<file path="src/hw/rtl/psm_pkg.sv">
package psm_pkg;

  localparam int TimeBits    = 36;
  localparam int TimerBits   = TimeBits + 1;
  localparam int DtBits      = 32;
  localparam int CurBits     = 20;
  localparam int CountBits   = 32;
  localparam int PhaseBits   = 2;
  localparam int CfgDataBits = 64;
  localparam int RegIdxBits  = 3;
  localparam int AddrLsb     = 3;
  localparam int CfgAddrBits = RegIdxBits + AddrLsb;

  localparam logic [TimeBits-1:0] ActiveTimerRst    = TimeBits'(64'd10000);
  localparam logic [TimeBits-1:0] PeriodicUpdateRst = TimeBits'(64'd86400000);
  localparam logic [TimeBits-1:0] UpdateDurationRst = TimeBits'(64'd2000);
  localparam logic [CurBits-1:0]  SleepCurrentRst   = CurBits'(3);
  localparam logic [CurBits-1:0]  IdleCurrentRst    = CurBits'(5000);
  localparam logic [CurBits-1:0]  BusyCurrentRst    = CurBits'(50000);
  localparam logic [CurBits-1:0]  UpdateCurrentRst  = CurBits'(200000);

  typedef enum logic [RegIdxBits-1:0] {
    RegActiveTimer    = 3'd0,
    RegPeriodicUpdate = 3'd1,
    RegUpdateDuration = 3'd2,
    RegSleepCurrent   = 3'd3,
    RegIdleCurrent    = 3'd4,
    RegBusyCurrent    = 3'd5,
    RegUpdateCurrent  = 3'd6
  } reg_idx_e;

  typedef enum logic [3:0] {
    PhActive      = 4'b0001,
    PhActiveTimer = 4'b0010,
    PhSleep       = 4'b0100,
    PhUpdate      = 4'b1000
  } phase_e;

  localparam logic [PhaseBits-1:0] PhaseCodeActive      = 2'd0;
  localparam logic [PhaseBits-1:0] PhaseCodeActiveTimer = 2'd1;
  localparam logic [PhaseBits-1:0] PhaseCodeSleep       = 2'd2;
  localparam logic [PhaseBits-1:0] PhaseCodeUpdate      = 2'd3;

  typedef struct packed {
    logic [DtBits-1:0] dt_ms;
  } in_t;

  typedef struct packed {
    logic [PhaseBits-1:0] phase_out;
    logic [CurBits-1:0]   current_ua;
    logic [CountBits-1:0] update_total;
  } out_t;

  typedef struct packed {
    logic [TimeBits-1:0] active_timer_ms;
    logic [TimeBits-1:0] periodic_update_ms;
    logic [TimeBits-1:0] update_duration_ms;
    logic [CurBits-1:0]  doze_current_ua;
    logic [CurBits-1:0]  idle_current_ua;
    logic [CurBits-1:0]  busy_current_ua;
    logic [CurBits-1:0]  update_current_ua;
  } cfg_t;

endpackage

</file>
<file path="src/hw/rtl/psm_stream_if.sv">
interface psm_in_if import psm_pkg::*; ();
  logic valid;
  logic ready;
  in_t  data;

  modport source (output valid, output data, input ready);
  modport sink (input valid, input data, output ready);
endinterface

interface psm_out_if import psm_pkg::*; ();
  logic valid;
  logic ready;
  out_t data;

  modport source (output valid, output data, input ready);
  modport sink (input valid, input data, output ready);
endinterface

</file>
<file path="src/hw/rtl/psm_cfg_regs.sv">
module psm_cfg_regs import psm_pkg::*; (
  input  logic                   clk_i,
  input  logic                   rst_ni,
  input  logic                   psel,
  input  logic                   penable,
  input  logic                   pwrite,
  input  logic [CfgAddrBits-1:0] paddr,
  input  logic [CfgDataBits-1:0] pwdata,
  output logic [CfgDataBits-1:0] prdata,
  output logic                   pready,
  output cfg_t                   cfg_o
);

  cfg_t     cfg_q;
  cfg_t     cfg_d;
  logic     wr_en;
  reg_idx_e idx;

  assign pready = 1'b1;
  assign wr_en  = psel && penable && pwrite;
  assign idx    = reg_idx_e'(paddr[AddrLsb +: RegIdxBits]);

  always_comb begin
    cfg_d = cfg_q;
    if (wr_en) begin
      case (idx)
        RegActiveTimer:    cfg_d.active_timer_ms    = pwdata[TimeBits-1:0];
        RegPeriodicUpdate: cfg_d.periodic_update_ms = pwdata[TimeBits-1:0];
        RegUpdateDuration: cfg_d.update_duration_ms = pwdata[TimeBits-1:0];
        RegSleepCurrent:   cfg_d.doze_current_ua    = pwdata[CurBits-1:0];
        RegIdleCurrent:    cfg_d.idle_current_ua    = pwdata[CurBits-1:0];
        RegBusyCurrent:    cfg_d.busy_current_ua    = pwdata[CurBits-1:0];
        RegUpdateCurrent:  cfg_d.update_current_ua  = pwdata[CurBits-1:0];
        default: ;
      endcase
    end
  end

  always_comb begin
    case (idx)
      RegActiveTimer:    prdata = CfgDataBits'(cfg_q.active_timer_ms);
      RegPeriodicUpdate: prdata = CfgDataBits'(cfg_q.periodic_update_ms);
      RegUpdateDuration: prdata = CfgDataBits'(cfg_q.update_duration_ms);
      RegSleepCurrent:   prdata = CfgDataBits'(cfg_q.doze_current_ua);
      RegIdleCurrent:    prdata = CfgDataBits'(cfg_q.idle_current_ua);
      RegBusyCurrent:    prdata = CfgDataBits'(cfg_q.busy_current_ua);
      RegUpdateCurrent:  prdata = CfgDataBits'(cfg_q.update_current_ua);
      default:           prdata = '0;
    endcase
  end

  always_ff @(posedge clk_i or negedge rst_ni) begin
    if (!rst_ni) begin
      cfg_q.active_timer_ms    <= ActiveTimerRst;
      cfg_q.periodic_update_ms <= PeriodicUpdateRst;
      cfg_q.update_duration_ms <= UpdateDurationRst;
      cfg_q.doze_current_ua    <= SleepCurrentRst;
      cfg_q.idle_current_ua    <= IdleCurrentRst;
      cfg_q.busy_current_ua    <= BusyCurrentRst;
      cfg_q.update_current_ua  <= UpdateCurrentRst;
    end else begin
      cfg_q <= cfg_d;
    end
  end

  assign cfg_o = cfg_q;

endmodule

</file>
<file path="src/hw/rtl/psm_phase_fsm.sv">
module psm_phase_fsm import psm_pkg::*; (
  input  logic              clk_i,
  input  logic              rst_ni,
  input  logic              step_i,
  input  logic [DtBits-1:0] dt_i,
  input  cfg_t              cfg_i,
  output out_t              result_o
);

  localparam int SumBits = ((TimerBits > DtBits) ? TimerBits : DtBits) + 1;

  phase_e                phase_q, phase_d;
  logic [TimerBits-1:0]  short_timer_q, short_timer_d;
  logic [TimerBits-1:0]  long_timer_q, long_timer_d;
  logic [CountBits-1:0]  update_count_q, update_count_d;
  logic [TimerBits-1:0]  short_sum;
  logic [TimerBits-1:0]  long_sum;

  function automatic logic [TimerBits-1:0] sat_add(logic [TimerBits-1:0] t,
                                                    logic [DtBits-1:0] dt);
    logic [SumBits-1:0] s;
    s = SumBits'(t) + SumBits'(dt);
    if (s[SumBits-1:TimerBits] != '0) begin
      return '1;
    end
    return s[TimerBits-1:0];
  endfunction

  assign short_sum = sat_add(short_timer_q, dt_i);
  assign long_sum  = sat_add(long_timer_q, dt_i);

  always_comb begin
    phase_d        = phase_q;
    short_timer_d  = short_timer_q;
    long_timer_d   = long_timer_q;
    update_count_d = update_count_q;
    if (dt_i != '0) begin
      case (phase_q)
        PhActive: begin
          phase_d       = PhActiveTimer;
          short_timer_d = '0;
          long_timer_d  = '0;
        end
        PhActiveTimer: begin
          short_timer_d = short_sum;
          long_timer_d  = long_sum;
          if (short_sum >= TimerBits'(cfg_i.active_timer_ms)) begin
            phase_d       = PhSleep;
            short_timer_d = '0;
          end
        end
        PhSleep: begin
          long_timer_d = long_sum;
          if (long_sum >= TimerBits'(cfg_i.periodic_update_ms)) begin
            phase_d      = PhUpdate;
            long_timer_d = '0;
          end
        end
        default: begin
          short_timer_d = short_sum;
          if (short_sum >= TimerBits'(cfg_i.update_duration_ms)) begin
            phase_d        = PhActive;
            update_count_d = update_count_q + CountBits'(1);
            short_timer_d  = '0;
          end
        end
      endcase
    end
  end

  always_comb begin
    result_o.update_total = update_count_d;
    case (phase_d)
      PhActive: begin
        result_o.phase_out  = PhaseCodeActive;
        result_o.current_ua = cfg_i.busy_current_ua;
      end
      PhActiveTimer: begin
        result_o.phase_out  = PhaseCodeActiveTimer;
        result_o.current_ua = cfg_i.idle_current_ua;
      end
      PhSleep: begin
        result_o.phase_out  = PhaseCodeSleep;
        result_o.current_ua = cfg_i.doze_current_ua;
      end
      default: begin
        result_o.phase_out  = PhaseCodeUpdate;
        result_o.current_ua = cfg_i.update_current_ua;
      end
    endcase
  end

  always_ff @(posedge clk_i or negedge rst_ni) begin
    if (!rst_ni) begin
      phase_q        <= PhActive;
      short_timer_q  <= '0;
      long_timer_q   <= '0;
      update_count_q <= '0;
    end else if (step_i) begin
      phase_q        <= phase_d;
      short_timer_q  <= short_timer_d;
      long_timer_q   <= long_timer_d;
      update_count_q <= update_count_d;
    end
  end

  // zero tick leaves phase and count alone
  a_zero_tick_hold: assert property (@(posedge clk_i) disable iff (!rst_ni)
    (step_i && dt_i == '0) |=> ($stable(phase_q) && $stable(update_count_q)))
    else $error("zero tick changed state");

  a_no_step_hold: assert property (@(posedge clk_i) disable iff (!rst_ni)
    !step_i |=> ($stable(update_count_q) && $stable(short_timer_q) && $stable(long_timer_q)))
    else $error("state moved without a transfer");

  a_active_timers_clear: assert property (@(posedge clk_i) disable iff (!rst_ni)
    (phase_q == PhActive) |-> (short_timer_q == '0 && long_timer_q == '0))
    else $error("timers not clear in active phase");

  a_sleep_short_clear: assert property (@(posedge clk_i) disable iff (!rst_ni)
    (phase_q == PhSleep) |-> (short_timer_q == '0))
    else $error("short timer running in sleep");

  a_update_long_clear: assert property (@(posedge clk_i) disable iff (!rst_ni)
    (phase_q == PhUpdate) |-> (long_timer_q == '0))
    else $error("long timer running in update");

endmodule

</file>
<file path="src/hw/rtl/psm_timer_state_machine_core.sv">
// channel  | dir | payload                                | transfer when
// ---------+-----+----------------------------------------+----------------------------
// in_i     | in  | dt_ms                                  | valid && ready
// out_o    | out | phase_out, current_ua, update_total    | valid && ready
// apb      | in  | 7 registers at paddr 8*i, 64-bit data  | psel && penable && pwrite
//
// one item per cycle sustained while the output is not stalled; a result is registered in
// stage two from the input held in stage one, and waits there until the output takes it
// stage one is the input register, stage two the result register; the phase
// state advances as an item moves from stage one to stage two
// reset clears the phase to active, both timers and the update count
// a stalled output holds its result while one more input is taken into stage one
module psm_timer_state_machine_core import psm_pkg::*; (
  input  logic                   clk_i,
  input  logic                   rst_ni,
  psm_in_if.sink                 in_i,
  psm_out_if.source              out_o,
  input  logic                   psel,
  input  logic                   penable,
  input  logic                   pwrite,
  input  logic [CfgAddrBits-1:0] paddr,
  input  logic [CfgDataBits-1:0] pwdata,
  output logic [CfgDataBits-1:0] prdata,
  output logic                   pready
);

  cfg_t              cfg;
  out_t              result;
  logic              in_valid_q, in_valid_d;
  logic [DtBits-1:0] in_dt_q;
  logic              out_valid_q, out_valid_d;
  out_t              out_data_q;
  logic              out_free;
  logic              advance;
  logic              in_fire;

  psm_cfg_regs u_cfg (
    .clk_i   (clk_i),
    .rst_ni  (rst_ni),
    .psel    (psel),
    .penable (penable),
    .pwrite  (pwrite),
    .paddr   (paddr),
    .pwdata  (pwdata),
    .prdata  (prdata),
    .pready  (pready),
    .cfg_o   (cfg)
  );

  psm_phase_fsm u_fsm (
    .clk_i    (clk_i),
    .rst_ni   (rst_ni),
    .step_i   (advance),
    .dt_i     (in_dt_q),
    .cfg_i    (cfg),
    .result_o (result)
  );

  assign out_free   = !out_valid_q || out_o.ready;
  assign advance    = in_valid_q && out_free;
  assign in_i.ready = !in_valid_q || advance;
  assign in_fire    = in_i.valid && in_i.ready;

  always_comb begin
    in_valid_d = in_valid_q;
    if (in_fire) begin
      in_valid_d = 1'b1;
    end else if (advance) begin
      in_valid_d = 1'b0;
    end
  end

  always_comb begin
    out_valid_d = out_valid_q;
    if (advance) begin
      out_valid_d = 1'b1;
    end else if (out_o.ready) begin
      out_valid_d = 1'b0;
    end
  end

  always_ff @(posedge clk_i or negedge rst_ni) begin
    if (!rst_ni) begin
      in_valid_q  <= 1'b0;
      out_valid_q <= 1'b0;
    end else begin
      in_valid_q  <= in_valid_d;
      out_valid_q <= out_valid_d;
    end
  end

  always_ff @(posedge clk_i) begin
    if (in_fire) begin
      in_dt_q <= in_i.data.dt_ms;
    end
    if (advance) begin
      out_data_q <= result;
    end
  end

  assign out_o.valid = out_valid_q;
  assign out_o.data  = out_data_q;

endmodule

</file>
<file path="src/flat_wrapper.sv">
// flat-port wrapper written by rule: the top's interface ports become plain ports
module psm_timer_state_machine_core_flat import psm_pkg::*;
  (clk_i, rst_ni, psel, penable, pwrite, paddr, pwdata, prdata, pready, in_i_valid, in_i_data, in_i_ready, out_o_valid, out_o_data, out_o_ready);
  psm_in_if in_i_i ();
  psm_out_if out_o_i ();
  input  logic clk_i;
  input  logic rst_ni;
  input  logic psel;
  input  logic penable;
  input  logic pwrite;
  input  logic [CfgAddrBits-1:0] paddr;
  input  logic [CfgDataBits-1:0] pwdata;
  output logic [CfgDataBits-1:0] prdata;
  output logic pready;
  input wire logic [$bits(in_i_i.valid)-1:0] in_i_valid;
  input wire logic [$bits(in_i_i.data)-1:0] in_i_data;
  output wire logic [$bits(in_i_i.ready)-1:0] in_i_ready;
  output wire logic [$bits(out_o_i.valid)-1:0] out_o_valid;
  output wire logic [$bits(out_o_i.data)-1:0] out_o_data;
  input wire logic [$bits(out_o_i.ready)-1:0] out_o_ready;
  assign in_i_i.valid = in_i_valid;
  assign in_i_i.data = in_i_data;
  assign in_i_ready = in_i_i.ready;
  assign out_o_valid = out_o_i.valid;
  assign out_o_data = out_o_i.data;
  assign out_o_i.ready = out_o_ready;
  psm_timer_state_machine_core u_core (.clk_i(clk_i), .rst_ni(rst_ni), .in_i(in_i_i), .out_o(out_o_i), .psel(psel), .penable(penable), .pwrite(pwrite), .paddr(paddr), .pwdata(pwdata), .prdata(prdata), .pready(pready));
endmodule
</file>
<file path="config.mk">
export PLATFORM = sky130hd
export DESIGN_NAME = psm_timer_state_machine_core_flat
export DESIGN_NICKNAME = d
export VERILOG_FILES = /design/src/hw/rtl/psm_pkg.sv /design/src/hw/rtl/psm_stream_if.sv /design/src/hw/rtl/psm_cfg_regs.sv /design/src/hw/rtl/psm_phase_fsm.sv /design/src/hw/rtl/psm_timer_state_machine_core.sv /design/src/flat_wrapper.sv
export SDC_FILE = /design/constraint.sdc
export NUM_CORES = 1
export LEC_CHECK = 0
export ABC_CLOCK_PERIOD_IN_PS = 8340
export BUFFER_PORTS_ARGS = -buffer_cell sky130_fd_sc_hd__buf_2
export CORE_MARGIN = 3
export CORE_UTILIZATION = 60
export CTS_CLUSTER_SIZE = 10
export DETAILED_ROUTE_END_ITERATION = 16
export GPL_TIMING_DRIVEN = 0
export PLACE_DENSITY = 0.8
export SLEW_MARGIN = 5
export SYNTH_ARGS = -nofsm -noshare
export SYNTH_HDL_FRONTEND = slang
export SYNTH_SLANG_ARGS = --single-unit
</file>
<file path="constraint.sdc">
create_clock -name clk_i -period 8.34 [get_ports clk_i]
set_input_delay 1.251 -clock clk_i [delete_from_list [all_inputs] [get_ports clk_i]]
set_output_delay 1.251 -clock clk_i [all_outputs]
set_load 0.02 [all_outputs]
</file>
# Word level (Yosys, flattened, before mapping)
# Index checks and enable logic that the tools add are counted.
# totals
reg_bits	386
in_bits	109
out_inout_bits	121
# classes
n_addsub	3
n_lt_le_gt_ge	3
n_eq_ne	12
muxes	25
bitwise_logic	1
reduce_logical	23
# op_table
op	n
37-bit two-way mux	7
36-bit one-hot mux with 7 select lines	1
37-bit one-hot mux with 3 select lines	2
37-bit by 36-bit >= comparator with 1-bit output	3
32-bit two-way mux	3
37-bit by 32-bit adder with 38-bit output	2
22-bit one-hot mux with 3 select lines	1
32-bit by 1-bit adder with 32-bit output, second input constant	1
32-bit nonzero test	1
4-bit two-way mux	4
2-bit AND reduction	7
4-bit one-hot mux with 3 select lines	1
3-bit equality test, second input constant	3
4-bit by 1-bit equality test with 1-bit output, second input constant	2
4-bit by 2-bit equality test with 1-bit output, second input constant	2
4-bit by 3-bit equality test with 1-bit output, second input constant	2
3-bit by 2-bit equality test with 1-bit output, second input constant	2
1-bit two-way mux	6
3-bit AND reduction	2
1-bit logical AND	4
2-bit nonzero test	2
3-bit by 1-bit equality test with 1-bit output, second input constant	1
3-bit logical NOT	1
3-bit nonzero test	1
other kinds (4)	6

# Depth between registers and ports, before layout
# Gate-level depths: netlist (run 1).
# depth
word_depth	9
ltp_mapped	28

# By module
# From an unflattened synthesis (run 1), not the netlist that was laid out.
# hier_totals
cells_unflattened	2238
hier_area_um2	23938.0
# by_module_without_submodules
mod	n_inst	cells_per_inst	area_per_inst_um2	seq_area_each_um2
psm_phase_fsm	1	1472	12269.3	2753.9
psm_cfg_regs	1	672	8982.4	4753.3
psm_timer_state_machine_core	1	94	2686.3	2632.5

# Worst setup path before layout (run 1)
# Ideal clock, no wire load.
# synth_path
path_kind	reg-to-reg
startpoint	reg u_core.in_dt_q[0]
endpoint	reg u_core.out_data_q (netlist bit u_core.out_o.data[48]) (data pin)
arrival_time_ns	6.230
slack_ns	1.851
path_stages_with_launch	25
n_path_buf	2
period_less_slack_ns	6.489
path_cell_list	edfxtp_1 ha_1 fa_1 a211oi_1 o211ai_1 a21oi_1 o21ai_0 a21oi_1 o21ai_0 a31o_2 a2111o_1 o21a_1 xnor2_1 nand2_1 ha_1 nand4_1 or4_1 o41ai_1 o41ai_2 a211o_1 buf_4 xnor2_1 a21oi_2 buf_2 mux2_2
# synth_lines
item	line	text
start, declared	psm_timer_state_machine_core.sv:30	logic [DtBits-1:0] in_dt_q;
start signal, assigned	psm_timer_state_machine_core.sv:94	in_dt_q <= in_i.data.dt_ms;
end signal, assigned	psm_timer_state_machine_core.sv:97	out_data_q <= result;
end, declared	psm_timer_state_machine_core.sv:32	out_t out_data_q;

==> results of run 1 <==
sequential cells by signal, indices dropped and copies added, names as in the netlist:
register,cells
u_core.in_dt_q,32
u_core.in_valid_q,1
u_core.out_o.data,54
u_core.out_o.valid,1
u_core.u_cfg.cfg_o,188
u_core.u_fsm.long_timer_q,37
u_core.u_fsm.phase_q,4
u_core.u_fsm.short_timer_q,37
u_core.u_fsm.update_count_q,32
area by class of cell:
cell class,instances,share of cell area [%]
repair buffers,170,3.471
clock buffers,76,4.839
clock inverters,7,0.2358
inverters,133,1.882
well taps,511,2.410
flip-flops and latches,386,38.22
multi-input cells,1713,46.54
plain buffers,132,2.405
cell usage in the layout, fill, tap and decap left out, drive strengths merged, types with 23 or more instances in the layout:
cell    Yosys  routed
a211oi     23      23
a21o       38      38
a21oi     145     145
a22o       51      51
buf        55     225
clkbuf     77     153
conb        2      29
dfrtp     260     260
dfstp      40      40
edfxtp     86      86
ha        173     173
inv       133     134
mux2      134     134
mux2i      39      39
nand2     243     243
nand3      42      42
nand4      38      38
nor2      142     142
o21ai     191     191
or2        26      26
xnor2      83      83
xor2       35      35
power groups by stage:
stage | clock network (mW) | logic [mW] | registers, mW
after global routing | 1.95 | 4.95 | 2.75
final | 1.84 | 4.54 | 2.71
after detailed placement | 0 | 4.40 | 2.73
after global placement | 0 | 4.25 | 2.71
after floorplan | 0 | 3.08 | 2.71
after CTS | 1.87 | 4.45 | 2.70
metal layers:
| layer | vias up | track usage [%] |
|---|---|---|
| met1 | 9580 | 43.75 |
| met3 | 205 | 7.676 |
| met5 | - | 0 |
| met2 | 954 | 54.45 |
| met4 | 6 | 14.31 |
| li1 | 8868 | - |
kinds of logic after synthesis:
logic type               count (synthesis)  share of synthesized area [%]
buffers and inverters                  265                          4.831
other                                    2                        0.03197
AO/OA/AOI/OAI                          584                          16.21
adder cells (fa/ha/maj)                175                          9.384
AND/OR/NAND/NOR                        620                          12.55
flip-flops                             386                          43.16
multiplexers                           187                          9.427
XOR/XNOR                               118                          4.399
worst max-delay path, cell delays in order (launching register included):
cell	delay, ns
sky130_fd_sc_hd__edfxtp_1	0.49
sky130_fd_sc_hd__ha_1	0.27
sky130_fd_sc_hd__fa_1	0.43
sky130_fd_sc_hd__a211oi_1	0.35
sky130_fd_sc_hd__o211ai_1	0.17
sky130_fd_sc_hd__a21oi_2	0.32
sky130_fd_sc_hd__o21ai_0	0.26
sky130_fd_sc_hd__a21oi_1	0.29
sky130_fd_sc_hd__o21ai_0	0.24
sky130_fd_sc_hd__a31o_2	0.34
sky130_fd_sc_hd__a2111o_1	0.42
sky130_fd_sc_hd__o21a_1	0.17
sky130_fd_sc_hd__xnor2_1	0.15
sky130_fd_sc_hd__nand2_1	0.11
sky130_fd_sc_hd__ha_1	0.35
sky130_fd_sc_hd__nand4_1	0.17
sky130_fd_sc_hd__or4_1	0.65
sky130_fd_sc_hd__o41ai_4	0.66
sky130_fd_sc_hd__o41ai_2	0.16
sky130_fd_sc_hd__a211o_1	0.32
sky130_fd_sc_hd__buf_4	0.18
sky130_fd_sc_hd__xnor2_1	0.14
sky130_fd_sc_hd__a21oi_2	0.26
sky130_fd_sc_hd__buf_2	0.33
sky130_fd_sc_hd__mux2_2	0.39
final timing paths:
check | startpoint | to | slack, ns
max reg2reg | u_core.in_dt_q[0]$_DFFE_PP_ | u_core.out_o.data[49]$_DFFE_PP_ | 0.46
min reg2reg | u_core.u_fsm.long_timer_q[10]$_DFFE_PN0P_ | u_core.u_fsm.long_timer_q[10]$_DFFE_PN0P_ | 0.49
min | u_core.u_fsm.long_timer_q[10]$_DFFE_PN0P_ | u_core.u_fsm.long_timer_q[10]$_DFFE_PN0P_ | 0.49
max | u_core.in_dt_q[0]$_DFFE_PP_ | u_core.out_o.data[49]$_DFFE_PP_ | 0.46
max in group asynchronous | rst_ni | u_core.u_fsm.long_timer_q[10]$_DFFE_PN0P_ | 6.60
min in group asynchronous | rst_ni | u_core.u_cfg.cfg_o[12]$_DFFE_PN0P_ | 0.70
==> results by stage, run 1 <==
Run status:
- The run finished with clean final reports.

Final layout:
- The share of final-layout standard cells stronger than drive strength 1 is 19.37%.
- The post-route cell area is 0.02653 mm2.
- Fill cells in the final layout number 2,914.
- The final cell count without fillers is 3,128.
- The number of nets in the layout is 2,866.
- The multi-input gate area in the final layout is 0.01235 mm2.
- The register area is 0.01014 mm2.
- The utilization after layout is 69.61%.
- Compared with the post-synthesis result, the final layout area differs by 12.93%.
- 0 antenna diodes ended up in the layout.

CTS:
- CTS placed an instance of sky130_fd_sc_hd__clkbuf_16 at the clock tree root.
- TritonCTS built the clock tree.
- Counting along the longest clock path gives a buffer depth of 3.
- In this run the post-CTS setup repair buffer count came out at 0.
- The source-to-sink clock delay at the later pin of the worst-skew pair is 0.60 ns.
- The clock buffer count from CTS is 46.
- After clock tree synthesis, the repair step resized 0 gates.
- The number of clock sinks seen by CTS is 386.
- The clock tree synthesis step divided the H-tree into 2 levels.
- The clock transition at the register clock pins on the worst setup and hold paths after CTS is 0.06 ns.
- In this run, post-CTS hold repair placed 0 buffers.

Logic synthesis:
- The distinct cell type count of the synthesized netlist is 89.
- The top flip-flop cell by instance count after synthesis is sky130_fd_sc_hd__dfrtp_1.
- Counting flops and latches in the post-synthesis netlist gives 386.
- By area the synthesized netlist is led by sky130_fd_sc_hd__dfrtp_1, sky130_fd_sc_hd__edfxtp_1, sky130_fd_sc_hd__ha_1, sky130_fd_sc_hd__mux2_2, sky130_fd_sc_hd__dfstp_2.
- Synthesis produced a netlist whose cell count is 2,337.
- By count the netlist is led by sky130_fd_sc_hd__dfrtp_1, sky130_fd_sc_hd__nand2_1, sky130_fd_sc_hd__o21ai_0.
- The largest area contributor in the synthesized netlist is sky130_fd_sc_hd__dfrtp_1.
- The Yosys step of the flow raised 0 warnings.
- The fraction of synthesized cell area taken by the top area cell type is 27.69%.
- The synthesized design contains 86 enable-type register cells.
- The share of flip-flops with an asynchronous set or reset after synthesis is 77.72%.
- The synthesized netlist occupies a cell area of 0.02349 mm2.
- The most instantiated library cell after synthesis is sky130_fd_sc_hd__dfrtp_1.
- A synthesized cell averages 10.05 um2.
- After synthesis, flip-flops and latches occupy 43.16% of the total area.

GRT:
- The number of global-route vias before repair is 19,160.
- The total global routing track utilization is 33.60%.
- The total overflow reported by the global router is 0.
- The wire length of the first global-routing pass is 108,200 um.
- The largest net degree at the start of global routing is 109.
- The initial antenna violation count came to 3.

Routing:
- The final antenna-violating net count is 0.
- The number of optimization iterations in the first detailed-route pass is 8.
- The detailed router placed 19,610 vias in this run.
- After detailed routing, the average wire length per cell comes to 22.62 um.
- The detailed router used layers up to and including met5.
- The number of vias per cell after detailed routing is 6.270.
- The DRC violation count after routing is 0.
- The detailed-route wire length on metal 1 is 27,950 um.
- The routed wire length on met2 is 33,060 um.
- The first routing iteration left 1,856 violations.
- The routed wire length is 70,760 um.
- Detailed routing placed a total of 6314 um of wire on met3.

Critical path:
- Data on the critical path is required at its endpoint by 8.68 ns.
- By startpoint and endpoint, the worst setup path is classified as flip-flop to flip-flop.
- The worst setup path is launched from a flip-flop.
- The critical path endpoint category is a flip-flop.
- In this run the worst path has a maximum fanout of 10.
- The worst endpoint data arrival time is 8.22 ns.
- The logic depth of the worst register-to-register path is 24.

STA:
- Measured against its own limit, the worst slew margin works out to 22.47%.
- The final hold violation count was 0.
- The count of final setup violators is 0.
- The final critical-path setup slack is 0.4555 ns.
- The timing-limited maximum frequency is 126.8 MHz.
- On the final layout, the worst hold slack is 0.4929 ns.
- The post-route fraction of the period consumed by the critical path is 94.54%.
- In the final timing run, aggregate negative setup slack is 0 ns.
- Setup repair after global routing left no endpoint under its margin.
- The count of final max-slew check failures was 0.
- The post-route clock skew is 0.02470 ns.
- At the pin with the least slew margin, the transition time is 1.152 ns.
- The final critical delay including setup and external delays is 7.885 ns.

Pwr:
- Cell internal power was estimated by the tool at 5.264 mW.
- The total power divided by cell area is 342.7 mW/mm2.
- Of the total power, the share spent switching nets is 42.09%.
- The combinational share of power is 49.9%.
- Summed over all nets, the switching power comes to 3.827 mW.
- The share of total power in the clock network is 20.2%.
- The part of the total power dissipated in sequential elements is 29.9%.
- Summed over all cells, the static leakage comes to 12.14 nW.
- Total power for the finished layout comes to 9.091 mW.
- The largest voltage drop on the vdd net is 0.0002037 V.

Floorplanning:
- The floorplan step set the die height to 203.9 um.
- The row count is 71.
- In this run the standard cell core region covers 0.03811 mm2.
- The count of pins on the block boundary is 230.
- Measured along the x axis, the die boundary spans 203.9 um.
- The die covers 0.04157 mm2.
- The effective utilization at floorplan is 61.64%.

Placed design:
- Port buffering added 167 buffers.
- The HPWL after detailed placement is 53,210 um.
- The weighted congestion at the end of routability-driven global placement is 0.9608.
- Including well taps, the total number of placed cells is 3,045.
- The cell area after placement is 0.02516 mm2.
- The pre-CTS setup slack is 0.2347 ns.

Worst hold path:
- The worst min-delay path category is flip-flop to flip-flop.
- Along the worst hold path, the cell count comes to 2.

Flow run:
- The tool flagged a number of max-cap violations equal to 0.
Power figures use the tool's default switching activity.
==> run 2: changes to the inputs <==
==> constraint.sdc (replaced) <==
create_clock -name clk_i -period 8.34 [get_ports clk_i]
set_input_delay 0.417 -clock clk_i [delete_from_list [all_inputs] [get_ports clk_i]]
set_output_delay 0.417 -clock clk_i [all_outputs]
set_load 0.02 [all_outputs]
==> results by stage, run 2 (synthesis results as in run 1) <==
Critical path:
- Traced cell by cell, the critical path runs through ha_1 -> fa_1 -> a211oi_1 -> o211ai_1 -> a21oi_2 -> o21ai_0 -> a21oi_1 -> o21ai_0 -> a31o_2 -> a2111o_1 -> o21a_1 -> xnor2_1 -> nand2_1 -> ha_1 -> nand4_1 -> or4_1 -> o41ai_4 -> o41ai_2 -> a211o_1 -> buf_4 -> xnor2_1 -> a21oi_2 -> buf_2 -> mux2_2.
- The logic depth of the worst register-to-register path is 24 (unchanged).
- The biggest cell delay along the critical path is 0.66 ns (about the same).
- The endpoint of the lowest-slack register-to-register path is u_core.out_o.data[49]$_DFFE_PP_.
- The register-to-register setup slack came to 0.44 ns (about the same).
- The critical path endpoint category is a flip-flop.
- The library cell contributing the largest single delay on the critical path is sky130_fd_sc_hd__o41ai_4.
- The count of buffer and inverter cells on the critical path is 2 (unchanged).
- The worst register-to-register path begins at u_core.in_dt_q[0]$_DFFE_PP_.
- The sort of element at the start of the critical path is a flip-flop.
- The critical setup path kind is flip-flop to flip-flop.
- The family with the most delay on the worst path is compound AO/OA/AOI/OAI gates.
- The worst endpoint data arrival time is 8.23 ns (about the same).
- The required time at the endpoint of the critical path is 8.68 ns (about the same).
- The highest fanout seen on the critical path is 10 (unchanged).
- The most critical setup path has its startpoint at u_core.in_dt_q[0]$_DFFE_PP_.

GRT:
- The largest net degree at the start of global routing came to 109 (unchanged).
- The total overflow reported by the global router came to 0 (unchanged).
- The highest-utilization routing layer at the global route stage is met2.
- The global-route met2 utilization came to 54.74% (+0.29 points).
- The initial antenna violation count is 3 (unchanged).
- The met3 demand-to-capacity share in global routing is 7.947% (+0.27 points).
- The wire length of the first global-routing pass came to 109,000 um (+0.78%).
- The total global routing track utilization is 33.85% (+0.26 points).
- The number of global-route vias before repair was 19,330 (+0.90%).
- The met1 track demand over resource is 43.76% (about the same).

Final layout:
- The register area came to 0.01014 mm2 (unchanged).
- Compared with the post-synthesis result, the final layout area differs by 14.21%.
- The share of final-layout standard cells stronger than drive strength 1 was 19.15% (-0.22 points).
- The final cell count without fillers is 3,158 (+0.96%).
- Leaving out fill and tap cells, the most frequent cells in the layout are sky130_fd_sc_hd__dfrtp_1, sky130_fd_sc_hd__nand2_1, sky130_fd_sc_hd__o21ai_0, sky130_fd_sc_hd__buf_2, sky130_fd_sc_hd__ha_1.
- The most frequent standard cell in the layout excluding fill and tap cells is sky130_fd_sc_hd__dfrtp_1.
- The number of nets in the layout was 2,896 (+1.0%).
- The final antenna diode count is 0 (unchanged).
- The number of fillers in the final layout is 2,872 (-1.4%).
- The flip-flop count of the largest register, all copies and words added is 188 (unchanged).
- The multi-input gate area in the final layout is 0.01235 mm2 (unchanged).

Routing:
- The initial DRC count came to 1,944 (+4.7%).
- The final routed wire length divided by cell count is 22.55 um (-0.30%).
- The final antenna-violating net count is 0 (unchanged).
- The routed wire length is 71,230 um (+0.66%).
- The number of optimization iterations in the first detailed-route pass came to 5 (-3).
- The DRC violation count after routing was 0 (unchanged).
- The number of vias per cell after detailed routing came to 6.242 (-0.44%).
- The detailed-route via count was 19,710 (+0.51%).

Floorplanning:
- The overall die width was 203.9 um (unchanged).
- The row count is 71 (unchanged).
- The count of pins on the block boundary is 230 (unchanged).
- The area enclosed by the die boundary was 0.04157 mm2 (unchanged).
- The effective utilization at floorplan is 61.64% (unchanged).
- The placeable core region is 0.03811 mm2 (unchanged).
- The die height is 203.9 um (unchanged).

Flow run:
- The number of violations of the max-capacitance limit came to 0 (unchanged).

CTS:
- The CTS root buffer is sky130_fd_sc_hd__clkbuf_16.
- The number of H-tree levels is 2 (unchanged).
- The CTS tree is done.
- The source-to-sink clock delay at the later pin of the worst-skew pair is 0.60 ns (about the same).
- The post-CTS repair timing setup buffer count came to 0 (unchanged).
- The clock transition at the register clock pins on the worst setup and hold paths after CTS is 0.06 ns (about the same).
- The number of clock sinks seen by CTS came to 386 (unchanged).
- The clock tree buffer depth is 3 (unchanged).
- The clock buffer count from CTS was 46 (unchanged).

STA:
- The worst-case hold slack is 0.02072 ns (-0.4722 ns).
- The relative slew slack was 26.53% (+4.1 points).
- The transition at the pin with the smallest max-transition slack was 1.092 ns (-0.06032 ns).
- The count of final max-slew check failures is 0 (unchanged).
- Setup repair after global routing left no endpoint under its margin.
- The final hold violation count was 0 (unchanged).
- The post-route fraction of the period consumed by the critical path came to 94.69% (+0.15 points).
- The count of final setup violators is 0 (unchanged).
- The post-route clock skew is 0.02451 ns (-0.0001874 ns).
- The final critical delay including setup and external delays is 7.897 ns (+0.01249 ns).
- The timing-limited maximum frequency came to 126.6 MHz (-0.16%).
- The final-layout setup total negative slack was 0 ns (unchanged).

Worst hold path:
- For hold timing, the worst endpoint is u_core.in_dt_q[23]$_DFFE_PP_.
- In this run the worst hold path is classified as input port to flip-flop.
- The origin of the worst min-delay path is in_i_data[23].
- The cell count of the worst hold path was 1 (-1).

Run status:
- The run finished with clean final reports.

Placed design:
- The port buffer count is 167 (unchanged).
- The sum of net half-perimeters after detailed placement came to 53,210 um (unchanged).
- The weighted congestion at the end of routability-driven global placement was 0.9608 (unchanged).
- The number of instances in the placed design is 3,045 (unchanged).

Pwr:
- The static leakage was 12.26 nW (+1.0%).
- The largest voltage drop on the vdd net is 0.0002080 V (+2.1%).
- The total power divided by cell area was 339.6 mW/mm2 (-0.89%).
-- run 2: worst max-delay path by stage --
stage	cells past startpoint	end	slack, ns
2_1_floorplan	24	u_core.out_o.data[48]$_DFFE_PP_	1.85
3_3_place_gp	24	u_core.out_o.data[49]$_DFFE_PP_	-0.20
3_5_place_dp	26	u_core.out_o.data[49]$_DFFE_PP_	0.23
4_1_cts	25	u_core.out_o.data[49]$_DFFE_PP_	0.19
5_1_grt	24	u_core.out_o.data[49]$_DFFE_PP_	0.20
6_report	24	u_core.out_o.data[49]$_DFFE_PP_	0.44
-- run 2: layer usage --
metal	wire, um	vias to the layer above
li1	-	8920
met1	27890	9599
met2	33170	974
met5	42	-
met3	6512	214
met4	3604	6
-- run 2: what timing repair did --
item	CTS	global route
setup endpoints to repair	0	38
gates resized for setup	0	5
hold endpoints to repair	111	1
hold buffers	29	1
-- run 2: stage by stage --
stage          power, mW  util (%)  instance area, um2  setup slack [ns]
6_report           9.112     70.40               26830            0.4430
5_1_grt            9.664     70.40               26830            0.2030
4_1_cts            9.024     70.32               26800            0.1930
3_5_place_dp       7.130     66.03               25160            0.2347
3_3_place_gp       6.956     65.78               25070           -0.2017
2_1_floorplan      5.784         -               23590             1.851
-- run 2: where the power goes --
group	internal [mW]	switching, mW	total (mW)
clock	1.05	0.796	1.84
combinational	1.81	2.75	4.55
sequential	2.42	0.294	2.71
total	5.27	3.84	9.11
-- run 2: layout make-up --
cell class                 count  area share, %
timing repair buffer         200          4.551
sequential                   386          37.79
clock buffer                  76          4.785
clock inverter                 7         0.2332
buffer                       132          2.378
multi-input combinational   1713          46.02
tap                          511          2.383
inverter                     133          1.861
==> run 3: changes to the inputs <==
--- a/config.mk
+++ b/config.mk
@@ -8,11 +8,11 @@
 export ABC_CLOCK_PERIOD_IN_PS = 8340
 export BUFFER_PORTS_ARGS = -buffer_cell sky130_fd_sc_hd__buf_2
 export CORE_MARGIN = 3
-export CORE_UTILIZATION = 60
+export CORE_UTILIZATION = 35
 export CTS_CLUSTER_SIZE = 10
 export DETAILED_ROUTE_END_ITERATION = 16
 export GPL_TIMING_DRIVEN = 0
-export PLACE_DENSITY = 0.8
+export PLACE_DENSITY = 0.51
 export SLEW_MARGIN = 5
 export SYNTH_ARGS = -nofsm -noshare
 export SYNTH_HDL_FRONTEND = slang
==> results by stage, run 3 (synthesis results as in run 1) <==
Run status:
- The flow ran to the end, and the final reports show no timing, DRC or antenna violations.

CTS:
- The number of clock sinks seen by CTS is 386 (unchanged).
- The clock transition at the register clock pins on the worst setup and hold paths after CTS is 0.06 ns (about the same).
- The source-to-sink clock delay at the later pin of the worst-skew pair came to 0.62 ns (+0.02 ns).
- The clock buffer count from CTS was 49 (+6.5%).
- The tree is rooted in a sky130_fd_sc_hd__clkbuf_16.
- The number of H-tree levels is 2 (unchanged).
- TritonCTS built the clock tree.
- The clock tree buffer depth is 3 (unchanged).

Pwr:
- The total power divided by cell area is 338.6 mW/mm2 (-0.31%).
- The largest voltage drop on the vdd net is 0.0001681 V (-19%).
- The static leakage came to 12.37 nW (+0.89%).
- The post-layout total power is 9.323 mW (+2.3%).

Final layout:
- Leaving out fill and tap cells, the most frequent cell in the layout is sky130_fd_sc_hd__dfrtp_1.
- Compared with the post-synthesis result, the final layout area differs by 17.22%.
- The number of nets in the layout is 2,907 (+0.38%).
- Leaving out fill and tap cells, the most frequent cells in the layout are sky130_fd_sc_hd__dfrtp_1, sky130_fd_sc_hd__nand2_1, sky130_fd_sc_hd__o21ai_0, sky130_fd_sc_hd__buf_2, sky130_fd_sc_hd__ha_1.
- The flip-flop count of the largest register, all copies and words added came to 188 (unchanged).
- The share of final-layout standard cells stronger than drive strength 1 came to 19.41% (+0.26 points).
- The number of fillers in the final layout came to 6,549 (+130%).

Critical path:
- The required time at the endpoint of the critical path is 8.70 ns (+0.02 ns).
- The highest fanout seen on the critical path is 10 (unchanged).
- The critical path endpoint category is a flip-flop.
- The endpoint of the lowest-slack register-to-register path is u_core.out_o.data[51]$_DFFE_PP_.
- The logic depth of the worst register-to-register path is 28 (+17%).
- The register-to-register setup slack is 0.34 ns (-0.11 ns).
- The capturing element of the worst setup path is u_core.out_o.data[51]$_DFFE_PP_.
- Among all stages on the critical path, the largest delay is contributed by sky130_fd_sc_hd__or4_1.
- The startpoint identified for the worst register-to-register timing path is u_core.in_dt_q[0]$_DFFE_PP_.
- The most numerous cell on the critical path is sky130_fd_sc_hd__a21oi_1.
- The start point of the critical path is u_core.in_dt_q[0]$_DFFE_PP_.
- The worst setup path is launched from a flip-flop.
- The worst endpoint data arrival time is 8.37 ns (+0.14 ns).
- The critical setup path kind is flip-flop to flip-flop.
- The biggest cell delay along the critical path is 0.61 ns (-0.05 ns).

Routing:
- The number of optimization iterations in the first detailed-route pass is 5 (unchanged).
- The DRC violation count after routing is 0 (unchanged).
- The detailed-route via count is 19,000 (-3.6%).
- The final antenna-violating net count is 0 (unchanged).
- The final routed wire length divided by cell count was 22.08 um (-2.1%).
- The number of vias per cell after detailed routing came to 5.385 (-14%).
- The initial DRC count is 1,440 (-26%).
- The routed wire length is 77,890 um (+9.4%).

GRT:
- The largest net degree at the start of global routing came to 105 (-3.7%).
- The wire length of the first global-routing pass is 117,700 um (+8.0%).
- The initial antenna violation count is 2 (-1).
- The total global routing track utilization is 21.85% (-12 points).
- The number of global-route vias before repair was 19,080 (-1.3%).
- The total overflow reported by the global router is 0 (unchanged).

Worst hold path:
- The startpoint identified for the worst hold timing path is pwdata[25].
- In this run the worst hold path is classified as input port to flip-flop.

Floorplanning:
- The count of pins on the block boundary came to 230 (unchanged).
- The die height came to 265.1 um (+30%).
- The row count is 94 (+32%).
- The placeable core region is 0.06610 mm2 (+73%).
- The effective utilization at floorplan is 35.54% (-26 points).
- The area enclosed by the die boundary is 0.07027 mm2 (+69%).
- The overall die width was 265.1 um (+30%).

Placed design:
- The port buffer count is 167 (unchanged).
- The sum of net half-perimeters after detailed placement is 60,000 um (+13%).
- The pre-CTS setup slack is -0.05787 ns (-0.2925 ns).
- The weighted congestion at the end of routability-driven global placement is 0.8920 (-7.2%).

STA:
- The final critical-path setup slack is 0.3375 ns (-0.1055 ns).
- Setup repair after global routing left no endpoint under its margin.
- The timing-limited maximum frequency came to 125.0 MHz (-1.3%).
- The post-route fraction of the period consumed by the critical path is 95.95% (+1.3 points).
- The worst-case hold slack is 0.06020 ns (+0.03948 ns).
- The count of final setup violators came to 0 (unchanged).
- The final critical delay including setup and external delays is 8.003 ns (+0.1055 ns).
- The final hold violation count came to 0 (unchanged).
- The transition at the pin with the smallest max-transition slack is 1.125 ns (+0.03278 ns).
- The relative slew slack is 25.01% (-1.5 points).
- The count of final max-slew check failures is 0 (unchanged).
- The post-route clock skew came to 0.05269 ns (+0.02818 ns).

Flow run:
- The number of violations of the max-capacitance limit is 0 (unchanged).
-- run 3: cell types whose count changed in the layout (fill, tap and decap cells not counted), moves of 2 or more --
cell,before,now
sky130_fd_sc_hd__clkbuf_8,2,4
sky130_fd_sc_hd__clkinv_2,4,2
sky130_fd_sc_hd__clkinv_1,1,4
sky130_fd_sc_hd__bufinv_16,0,2
sky130_fd_sc_hd__clkbuf_1,104,102
sky130_fd_sc_hd__clkinv_8,0,2
sky130_fd_sc_hd__buf_4,31,34
sky130_fd_sc_hd__clkbuf_16,46,49
sky130_fd_sc_hd__dlygate4sd3_1,30,34
-- run 3: critical path: cells and delay by family, from the launching register on --
family                   cells  cell delay, ns
AND/OR/NAND/NOR              4            1.07
multiplexers                 1            0.40
XOR/XNOR                     2            0.29
AO/OA/AOI/OAI               15            3.66
buffers and inverters        3            0.76
adder cells (fa/ha/maj)      3            1.06
flip-flops                   1            0.50
-- run 3: worst min-delay path by stage --
stage | to | slack [ns] | depth (start not counted)
final | u_core.u_cfg.cfg_o[141]$_DFFE_PN0P_ | 0.06 | 3
after global routing | u_core.u_cfg.cfg_o[103]$_DFFE_PN0P_ | 0.05 | 3
after CTS | u_core.u_cfg.cfg_o[141]$_DFFE_PN0P_ | 0.03 | 3
after detailed placement | u_core.u_cfg.cfg_o[12]$_DFFE_PN0P_ | 0.44 | 1
after global placement | u_core.u_fsm.long_timer_q[0]$_DFFE_PN0P_ | 0.47 | 2
after floorplan | u_core.in_valid_q$_DFFE_PN0P_ | 0.12 | 0
-- run 3: layout make-up --
type,instances,area (um2),area share [%]
Multi-Input combinational cell,1713,12330,44.78
Sequential cell,386,10140,36.82
Clock buffer,79,1379,5.007
Timing Repair Buffer,208,1311,4.762
Tap cell,864,1081,3.926
Buffer,132,638.1,2.317
Inverter,133,499.2,1.813
Clock inverter,12,155.1,0.5634
Antenna cell,1,2.502,0.009087
-- run 3: timing repair --
action / CTS / global route
setup endpoints to repair: 3 / 13
pin swaps: 0 / 1
hold buffers: 34 / 0
hold endpoints to repair: 93 / 0
buffers inserted: 0 / 2
resized for setup: 1 / 2
-- run 3: power by group --
part | internal (mW) | switching (mW)
Combinational | 1.80 | 2.76
Sequential | 2.42 | 0.293
Clock | 1.19 | 0.854
Total | 5.41 | 3.91
-- run 3: metal layers --
layer	GRT usage, %	vias to the layer above	wire length (um)
li1	-	8951	-
met4	6.422	0	2139
met5	0	-	0
met3	3.071	110	3514
met1	29.32	9438	34960
met2	36.91	498	37280
-- run 3: through the flow --
stage | area, um2 | util [%] | TNS (ns) | cells
after floorplan | 23590 | - | 0 | 2364
after global placement | 25510 | 38.60 | -16.94 | 3395
after detailed placement | 25640 | 38.79 | -0.1296 | 3400
after CTS | 27520 | 41.63 | 0 | 3525
after global routing | 27540 | 41.66 | 0 | 3528
final | 27540 | 41.66 | 0 | 3528
